**config.mk**
```make
export PLATFORM = sky130hd
export DESIGN_NAME = rpn_stack_calculator
export DESIGN_NICKNAME = d
export VERILOG_FILES = /design/src/sv/rsc_pkg.sv /design/src/sv/rsc_ram.sv /design/src/sv/rpn_stack_calculator.sv
export SDC_FILE = /design/constraint.sdc
export NUM_CORES = 2
export LEC_CHECK = 0
export ABC_AREA = 1
export BUFFER_PORTS_ARGS = -buffer_cell sky130_fd_sc_hd__clkbuf_2
export CORE_MARGIN = 2
export CORE_UTILIZATION = 60
export DETAILED_ROUTE_END_ITERATION = 7
export PLACE_DENSITY = 0.83
export SLEW_MARGIN = 20
export SYNTH_ARGS = -nofsm -noshare
export SYNTH_HDL_FRONTEND = slang
export SYNTH_SLANG_ARGS = --single-unit
export TNS_END_PERCENT = 20
```
**constraint.sdc**
```tcl
create_clock -name clk -period 18.2 [get_ports clk]
set_clock_uncertainty 0.15 [all_clocks]
set_input_delay 2.73 -clock clk [delete_from_list [all_inputs] [get_ports clk]]
set_output_delay 2.73 -clock clk [all_outputs]
set_load 0.1 [all_outputs]
```
**src/sv/rsc_pkg.sv**
```systemverilog
// ----------------------------------------------------------------------------
// rsc_pkg
// Shared types, sizes and codes for the RPN stack calculator.
// ----------------------------------------------------------------------------
package rsc_pkg;

	localparam int DATA_W      = 32;
	localparam int STACK_DEPTH = 64;
	localparam int ADDR_W      = $clog2(STACK_DEPTH);
	localparam int DEPTH_W     = $clog2(STACK_DEPTH + 1);

	typedef enum logic [2:0] {
		ACT_PUSH = 3'd0,
		ACT_POP  = 3'd1,
		ACT_ADD  = 3'd2,
		ACT_SUB  = 3'd3,
		ACT_MUL  = 3'd4
	} act_t;

	typedef enum logic [1:0] {
		ST_IDLE,
		ST_LOAD,
		ST_EXEC
	} state_t;

	localparam logic [1:0] STATUS_OK    = 2'b00;
	localparam logic [1:0] STATUS_UNDER = 2'b01;
	localparam logic [1:0] STATUS_OVER  = 2'b10;

	function automatic logic [DATA_W-1:0] alu(
		input act_t              op,
		input logic [DATA_W-1:0] a,
		input logic [DATA_W-1:0] b
	);
		logic [DATA_W-1:0] prod;
		logic [DATA_W-1:0] res;
		prod = a * b;
		case (op)
			ACT_ADD: res = a + b;
			ACT_SUB: res = a - b;
			default: res = prod;
		endcase
		return res;
	endfunction

endpackage

```
**src/sv/rsc_ram.sv**
```systemverilog
// ----------------------------------------------------------------------------
// rsc_ram
// Generic single-clock RAM, one write port, one read port, registered read.
// ----------------------------------------------------------------------------
module rsc_ram #(
	parameter int WIDTH = 32,
	parameter int DEPTH = 64
) (
	input  logic                     clk,
	input  logic                     we,
	input  logic [$clog2(DEPTH)-1:0] waddr,
	input  logic [WIDTH-1:0]         wdata,
	input  logic                     re,
	input  logic [$clog2(DEPTH)-1:0] raddr,
	output logic [WIDTH-1:0]         rdata
);

	logic [WIDTH-1:0] mem [DEPTH];

	always_ff @(posedge clk) begin
		if (we) begin
			mem[waddr] <= wdata;
		end
		if (re) begin
			rdata <= mem[raddr];
		end
	end

endmodule

```
**src/sv/rpn_stack_calculator.sv**
```systemverilog
// ----------------------------------------------------------------------------
// rpn_stack_calculator
// Postfix stack machine: push, pop, add, subtract (top minus next), multiply.
// ----------------------------------------------------------------------------
//  channel | handshake          | payload
//  --------+--------------------+-----------------------------------------
//  in      | in_valid, in_stall | action[2:0], push_value[31:0]
//  out     | out_valid, out_stall | out_value[31:0], depth_now[6:0], status[1:0]
//
//  Top of stack lives in a register; deeper entries live in a RAM with a
//  registered read. Push, no-op and ops on a stack of depth < 2 finish in
//  ST_IDLE; pop and arithmetic with depth >= 2 stall input in ST_LOAD or
//  ST_EXEC for the RAM read of the second entry. Reset empties the stack at once;
//  RAM contents are never cleared. A stalled output word holds off new input.
// ----------------------------------------------------------------------------
module rpn_stack_calculator
	import rsc_pkg::*;
(
	input  logic                    clk,
	input  logic                    arst_n,
	input  logic                    in_valid,
	output logic                    in_stall,
	input  logic [2:0]              action,
	input  logic signed [DATA_W-1:0] push_value,
	output logic                    out_valid,
	input  logic                    out_stall,
	output logic signed [DATA_W-1:0] out_value,
	output logic [DEPTH_W-1:0]      depth_now,
	output logic [1:0]              status
);

	state_t              state_q, state_d;
	logic [DEPTH_W-1:0]  depth_q, depth_d;
	logic [DATA_W-1:0]   top_q, top_d;
	act_t                act_q, act_d;
	logic                out_valid_q, out_valid_d;
	logic [DATA_W-1:0]   out_value_q, out_value_d;
	logic [DEPTH_W-1:0]  out_depth_q, out_depth_d;
	logic [1:0]          out_status_q, out_status_d;

	logic                mem_we, mem_re;
	logic [ADDR_W-1:0]   mem_waddr, mem_raddr;
	logic [DATA_W-1:0]   mem_rdata;

	logic                accept, out_free;
	act_t                act_in;
	logic [DEPTH_W-1:0]  depth_m1, depth_m2;
	act_t                alu_op;
	logic [DATA_W-1:0]   alu_a, alu_b, alu_r;

	localparam logic [DATA_W-1:0] NEG_ONE = '1;

	rsc_ram #(
		.WIDTH(DATA_W),
		.DEPTH(STACK_DEPTH)
	) u_ram (
		.clk  (clk),
		.we   (mem_we),
		.waddr(mem_waddr),
		.wdata(top_q),
		.re   (mem_re),
		.raddr(mem_raddr),
		.rdata(mem_rdata)
	);

	assign act_in   = act_t'(action);
	assign out_free = !out_valid_q || !out_stall;
	assign in_stall = (state_q != ST_IDLE) || !out_free;
	assign accept   = in_valid && !in_stall;
	assign depth_m1 = depth_q - DEPTH_W'(1);
	assign depth_m2 = depth_q - DEPTH_W'(2);

	assign mem_waddr = depth_m1[ADDR_W-1:0];
	assign mem_raddr = depth_m2[ADDR_W-1:0];

	always_comb begin
		if (state_q == ST_EXEC) begin
			alu_op = act_q;
			alu_a  = top_q;
			alu_b  = mem_rdata;
		end else begin
			alu_op = act_in;
			alu_a  = (depth_q != '0) ? top_q : NEG_ONE;
			alu_b  = NEG_ONE;
		end
	end

	assign alu_r = alu(alu_op, alu_a, alu_b);

	always_comb begin
		state_d      = state_q;
		depth_d      = depth_q;
		top_d        = top_q;
		act_d        = act_q;
		out_valid_d  = out_valid_q && out_stall;
		out_value_d  = out_value_q;
		out_depth_d  = out_depth_q;
		out_status_d = out_status_q;
		mem_we       = 1'b0;
		mem_re       = 1'b0;

		case (state_q)
			ST_IDLE: begin
				if (accept) begin
					act_d        = act_in;
					out_valid_d  = 1'b1;
					out_status_d = STATUS_OK;
					case (act_in)
						ACT_PUSH: begin
							if (depth_q >= DEPTH_W'(STACK_DEPTH)) begin
								out_value_d  = top_q;
								out_depth_d  = depth_q;
								out_status_d = STATUS_OVER;
							end else begin
								mem_we      = (depth_q != '0);
								top_d       = push_value;
								depth_d     = depth_q + DEPTH_W'(1);
								out_value_d = push_value;
								out_depth_d = depth_q + DEPTH_W'(1);
							end
						end
						ACT_POP: begin
							if (depth_q == '0) begin
								out_value_d  = NEG_ONE;
								out_depth_d  = depth_q;
								out_status_d = STATUS_UNDER;
							end else begin
								out_value_d = top_q;
								out_depth_d = depth_m1;
								depth_d     = depth_m1;
								if (depth_q >= DEPTH_W'(2)) begin
									mem_re  = 1'b1;
									state_d = ST_LOAD;
								end
							end
						end
						ACT_ADD, ACT_SUB, ACT_MUL: begin
							if (depth_q >= DEPTH_W'(2)) begin
								mem_re      = 1'b1;
								out_valid_d = 1'b0;
								state_d     = ST_EXEC;
							end else begin
								top_d        = alu_r;
								depth_d      = DEPTH_W'(1);
								out_value_d  = alu_r;
								out_depth_d  = DEPTH_W'(1);
								out_status_d = STATUS_UNDER;
							end
						end
						default: begin
							out_value_d = (depth_q != '0) ? top_q : '0;
							out_depth_d = depth_q;
						end
					endcase
				end
			end
			ST_LOAD: begin
				top_d   = mem_rdata;
				state_d = ST_IDLE;
			end
			ST_EXEC: begin
				top_d        = alu_r;
				depth_d      = depth_m1;
				out_valid_d  = 1'b1;
				out_value_d  = alu_r;
				out_depth_d  = depth_m1;
				out_status_d = STATUS_OK;
				state_d      = ST_IDLE;
			end
			default: begin
				state_d = ST_IDLE;
			end
		endcase
	end

	always_ff @(posedge clk or negedge arst_n) begin
		if (!arst_n) begin
			state_q     <= ST_IDLE;
			depth_q     <= '0;
			out_valid_q <= 1'b0;
		end else begin
			state_q     <= state_d;
			depth_q     <= depth_d;
			out_valid_q <= out_valid_d;
		end
	end

	always_ff @(posedge clk) begin
		top_q        <= top_d;
		act_q        <= act_d;
		out_value_q  <= out_value_d;
		out_depth_q  <= out_depth_d;
		out_status_q <= out_status_d;
	end

	assign out_valid = out_valid_q;
	assign out_value = out_value_q;
	assign depth_now = out_depth_q;
	assign status    = out_status_q;

	a_busy_stalls: assert property (@(posedge clk) disable iff (!arst_n)
		state_q != ST_IDLE |-> in_stall)
		else $error("input taken while an operation is in flight");

	a_depth_bound: assert property (@(posedge clk) disable iff (!arst_n)
		depth_q <= DEPTH_W'(STACK_DEPTH))
		else $error("stack depth beyond capacity");

	a_exec_result: assert property (@(posedge clk) disable iff (!arst_n)
		state_q == ST_EXEC |=> out_valid_q)
		else $error("arithmetic finished without an output word");

	a_pop_refill: assert property (@(posedge clk) disable iff (!arst_n)
		accept && act_in == ACT_POP && depth_q >= DEPTH_W'(2) |=> state_q == ST_LOAD)
		else $error("pop did not refill the top register");

endmodule
```
Word level (Yosys, flattened, before mapping)
Memories as Yosys holds them, arrays and structs flattened. A register that Yosys moved wholly into a read port is not among the register bits. Index checks and enable logic that the tools add are counted.

Register bits after elaboration: 86. RAM bits: 2048. Input bits: 39. Output and inout port bits: 43. Word-level logic and storage cells: 106. Memories: 1.

Memory list: u_ram.mem (words 64, width 32, read ports 1, clocked after Yosys merged registers in 1, wr ports 1, line rsc_ram.sv:18) `logic [WIDTH-1:0] mem [DEPTH];`.

$add $sub $neg: 5. $mul: 1. $lt $le $gt $ge: 2. Equal/unequal tests: 16. Muxes and demuxes: 51. Reductions and logical operators: 22.

Operators by type and width (count): 2-to-1 mux 32 bit (9); case mux 32 bit (2 select lines) (3); case mux 32 bit (3 select lines) (2); case mux 7 bit (3 select lines) (2); 2-to-1 mux 7 bit (5); adder 32 bit (1); multiplier 32 x 32 -> 32 bit (1); subtractor 32 bit (1); case mux 7 bit (2 select lines) (2); 2-to-1 mux 1 bit (15); 2-to-1 mux 2 bit (7); == test 3 x 2 -> 1 bit, second input constant (4); != test 3 bit, second input constant (4); case mux 2 bit (2 select lines) (2); AND reduction 4 bit (2); adder 7 x 1 -> 7 bit, second input constant (1); >= comparator 7 x 2 -> 1 bit, second input constant (1); >= comparator 7 bit, second input constant (1); logical NOT 7 bit (1); nonzero test 7 bit (1); subtractor 7 x 1 -> 7 bit, second input constant (1); != test 3 x 1 -> 1 bit, second input constant (2); case mux 2 bit (3 select lines) (1); subtractor 6 x 2 -> 6 bit, second input constant (1); other kinds (19) (27).

Depth between registers and ports, before layout
Depth in word-level cells: 10. Gate-level depth with buffers: 52. Depth with buffers taken out: 45.

Cells and area by module
A second synthesis with hierarchy kept.

Cell total of the unflattened synthesis: 10221. Area total of the unflattened synthesis: 108305.1 um^2.

Modules (own cells, without submodules): rsc_ram (times used 1, cells an instance 6769, area each 83059.7 um^2, sequential area each 62459.9 um^2); rpn_stack_calculator (times used 1, cells an instance 3452, area each 25245.5 um^2, sequential area each 2532.4 um^2).

Worst setup path before layout
No wires, ideal clock.

Kind: flip-flop to flip-flop. From: reg depth_q[0]. To: reg top_q[31] (data pin). Setup time: 0.249 ns. Data arrival time: 8.590 ns. Required time: 17.801 ns. Path slack: 9.211 ns. Cell stages (with the launch flop): 43. Path buffers: 9. Period minus slack after synthesis: 8.989 ns. Cells stage by stage: dfrtp_1 -> clkbuf_1 -> inv_1 -> clkbuf_1 -> clkbuf_1 -> clkbuf_1 -> ha_1 -> nand2_2 -> nor2_4 -> nand3_4 -> buf_6 -> buf_6 -> nand2_1 -> clkbuf_1 -> clkinv_1 -> clkbuf_1 -> nor2_1 -> fa_1 -> [... 7 more ...] -> fa_1 -> fa_1 -> ha_1 -> clkbuf_1 -> nand2_1 -> nor2_1 -> inv_1 -> nor4_1 -> a21oi_1 -> or3b_2 -> inv_1 -> nor2_1 -> nand3_1 -> nand3_2 -> nand3_2 -> nand2_1 -> nand2_1 -> inv_1.

Word-level cells in the longest chain between the ends: 9. Elaborated cells between the ends (all ways): 13. Those cells by class: 2 x add/sub; 1 x mul; 1 x order compare; 8 x mux; 1 x reduce/logical.

Ends and longest elaborated chain: start, declared (line rpn_stack_calculator.sv:33) `logic [DEPTH_W-1:0] depth_q, depth_d;`; start signal, assigned (line rpn_stack_calculator.sv:183) `depth_q <= depth_d;`; nonzero test 7 bit (line rpn_stack_calculator.sv:83) `alu_a = (depth_q != '0) ? top_q : NEG_ONE;`; 2-to-1 mux 32 bit (line rpn_stack_calculator.sv:83); 2-to-1 mux 32 bit (line rpn_stack_calculator.sv:77) `if (state_q == ST_EXEC) begin`; multiplier 32 x 32 -> 32 bit, or another cell as far along (line rsc_pkg.sv:37) `prod = a * b;`; case mux 32 bit (2 select lines) (line rsc_pkg.sv:38) `case (op)`; 2-to-1 mux 32 bit (line rpn_stack_calculator.sv:138) `if (depth_q >= DEPTH_W'(2)) begin`; case mux 32 bit (2 select lines) (line rpn_stack_calculator.sv:108) `case (act_in)`; 2-to-1 mux 32 bit (line rpn_stack_calculator.sv:104) `if (accept) begin`; case mux 32 bit (3 select lines) * (line rpn_stack_calculator.sv:102) `case (state_q)`; net top_d[31] (line rpn_stack_calculator.sv:34) `logic [DATA_W-1:0] top_q, top_d;`; end signal, assigned (line rpn_stack_calculator.sv:189) `top_q <= top_d;`; end, declared (line rpn_stack_calculator.sv:34).

Mark *: on every way through the listed nets, which the timed path passes. The rest lies on a longest branch. The select of a mux whose other input is x is not followed. A chain may end at the register's enable or synchronous reset.

Final worst setup path
From: reg depth_q[0]. To: reg out_value_q[29] (netlist: out_value[29]) (data pin).

Word-level cells in the longest chain between the ends: 9. Elaborated cells between the ends (all ways): 16. Those cells by class: 2 x add/sub; 1 x mul; 1 x order compare; 10 x mux; 2 x reduce/logical.

Ends and longest elaborated chain: nonzero test 7 bit (line rpn_stack_calculator.sv:83, rpn_stack_calculator.sv:151); 2-to-1 mux 32 bit (line rpn_stack_calculator.sv:83); 2-to-1 mux 32 bit (line rpn_stack_calculator.sv:77); multiplier 32 x 32 -> 32 bit, or another cell as far along (line rsc_pkg.sv:37); case mux 32 bit (2 select lines) (line rsc_pkg.sv:38); 2-to-1 mux 32 bit (line rpn_stack_calculator.sv:138); case mux 32 bit (3 select lines) (line rpn_stack_calculator.sv:108); 2-to-1 mux 32 bit (line rpn_stack_calculator.sv:104); case mux 32 bit (2 select lines) * (line rpn_stack_calculator.sv:102); net out_value_d[29] (line rpn_stack_calculator.sv:37) `logic [DATA_W-1:0] out_value_q, out_value_d;`; end signal, assigned (line rpn_stack_calculator.sv:191) `out_value_q <= out_value_d;`; end, declared (line rpn_stack_calculator.sv:37).

Marked as above.

==> metrics <==
outcome=finished, final reports clean; DRT antenna net count=0; Detailed Place HPWL=212000 µm; post-synthesis register bit count=2166; Worst Path Class, Setup=reg -> reg; Mapped Cells=9394; Adder-Cell Fraction of Synth Area=9.68%; global-route usage over all layers=39.7%; Critical-path top delay cell=clkinv_1; total CTS buffers=204; clock tree from TritonCTS=done; setup violation total in the final timing report=0; post-synthesis sequential area ratio=61.4%; total congestion overflow=0; Die Area=180000 µm²; Yosys warnings=0; number of fill cells in the layout=12303; crit path capture type=flip-flop; critical path's most frequent cell=fa_1; RR Startpoint=depth_q[0]; Worst Path Max Fanout=132; R2R Path End=out_value[29]; worst setup path start=depth_q[0]; footprint of the multi-input gates=36600 µm²; core area=176000 µm²; drt first pass iters=7; post-CTS sizing=0; cts hold-fix bufs=0; initial antenna violation count=33; clock slew at reported path FFs=0.06 ns; Initial Util=60.2%; post-synthesis instance area=106000 µm²; Routed WL=360000 µm; Synthesized Nets=10006; post-synthesis area per instance=11.3 µm²; Final Core Density=65.9%; Initial DRC Count=14792; largest family of logic cells by synthesized area=compound AO/OA/AOI/OAI gates; Setup crit start kind=flip-flop; CTS H-tree depth=4; Final nets=9920; Synth Area in XOR/XNOR=0.610%; simple-gate area share of the yosys netlist=11.5%; # clock sinks=2166; I/O pin count=82; achievable clock frequency=88.3 MHz; overall die height=424 µm; reg2reg setup slack=6.87 ns; final hold slack=0.439 ns; Max Buffers Root-to-Sink=3; max-slew violations=0; HP Start=state_q[1]; FFs w/ async S/R, synth=0.462%; DR WL/cell=30.4 µm; Post-synth EDFFs=2156; R2R depth=33; most frequent cells in the layout=2156 x edfxtp_1, 1816 x nor2_1, 1391 x o21ai_0, 795 x nand2_1, 632 x inv_1; Tcrit/Tclk final=62.3%; final hold violations=0; DR vias/cell=6.80; vias in the first global route=78459; Req. time, crit path=18.60 ns; RSZ-0062 raised after global routing=no; largest net degree at the start of global routing=197; Setup Buffers After CTS=0; share of post-route cells with drive strength above 1=8.33%; minimum clock period=11.33 ns; gpl congestion=1.03; Slew @ Worst Pin=1.31 ns; worst-skew pair later-pin latency=0.88 ns; Cell Rows=154; Area growth syn-to-layout=9.45%; Setup TNS Final=0 ns; Max Cap Viol=0; Root Driver=clkbuf_16; DRC=0; DR vias=80438; Storage cell area=65000 µm²; compound-cell area share of the yosys netlist=12.2%; commonest non-fill, non-tap cell in the layout=edfxtp_1; WHS Path Cells=2; WHS Endpoint=state_q[1]; first-pass GRT wire length=516000 µm; Top FF cell, synth=edfxtp_1; die width=424 µm; worst min-delay path class=reg -> reg; library cells used by synthesis=67; Max-slew headroom=12.4%; CP peak stage delay=0.89 ns; mux cell area share after synthesis=0%; port bufs=81; Arr. time, crit path=11.73 ns
synth_stat cells (all sizes together), types with 62 or more instances:
library cell | n | share of area [%]
nand2 | 818 | 3.0
inv | 680 | 2.4
clkbuf | 522 | 1.9
a21oi | 121 | 0.57
edfxtp | 2156 | 61
ha | 164 | 1.9
nand3 | 192 | 0.96
o32ai | 62 | 0.51
o21ai | 1418 | 6.7
fa | 409 | 7.7
o22ai | 598 | 3.5
nor2 | 1919 | 7.0
cell families after synthesis:
logic type / count (synthesis)
AND/OR/NAND/NOR: 3004
XOR/XNOR: 72
adder cells (fa/ha/maj): 573
AO/OA/AOI/OAI: 2313
flip-flops: 2166
buffers and inverters: 1266
final cells by class:
| class | count | area share, % |
|---|---|---|
| Antenna cell | 8 | 0.0173 |
| Timing Repair Buffer | 280 | 1.73 |
| Multi-Input combinational cell | 5962 | 31.6 |
| Tap cell | 2340 | 2.53 |
| Clock inverter | 123 | 1.14 |
| Sequential cell | 2166 | 56.1 |
| Inverter | 694 | 2.28 |
| Clock buffer | 257 | 4.62 |
flip-flops by register name, summed over array words and instances (netlist names):
name,cells
u_ram.mem,2048
state_q,2
top_q,32
u_ram.rdata,32
out_valid,1
depth_now,7
act_q,3
status,2
depth_q,7
out_value,32
worst max-delay path: cells and delay by family (launching register included):
family	cells	cell delay, ns
AO/OA/AOI/OAI	6	1.22
XOR/XNOR	1	0.17
adder cells (fa/ha/maj)	10	4.34
buffers and inverters	6	1.78
flip-flops	1	0.75
AND/OR/NAND/NOR	10	2.52
metal layers:
layer  track usage [%]  up-vias  routed length [µm]
met2              59.6     7241              159000
met3              11.0     1662               50700
li1                  -    32857                   -
met1              49.8    38644              119000
met5                 0        -                 237
met4              28.5       34               30300
how the worst max path moves through the flow:
stage / to / slack (ns) / depth (start not counted)
floorplan: top_q[31] / 9.21 / 42
global placement: top_q[31] / 6.91 / 34
detailed placement: out_value[29] / 7.12 / 33
CTS: out_value[29] / 7.04 / 33
global route: out_value[29] / 6.34 / 33
finish: out_value[29] / 6.87 / 33
per-stage QoR:
stage	setup slack, ns	instances	instance area [µm²]
after floorplan	9.21	9394	106000
after global placement	6.91	11440	109000
after detailed placement	7.12	11440	109000
after CTS	7.04	11820	116000
after global routing	6.34	11822	116000
final	6.87	11830	116000
Power is not shown: default switching activity piles up to over one toggle a cycle in this logic, so the estimate is an artifact.
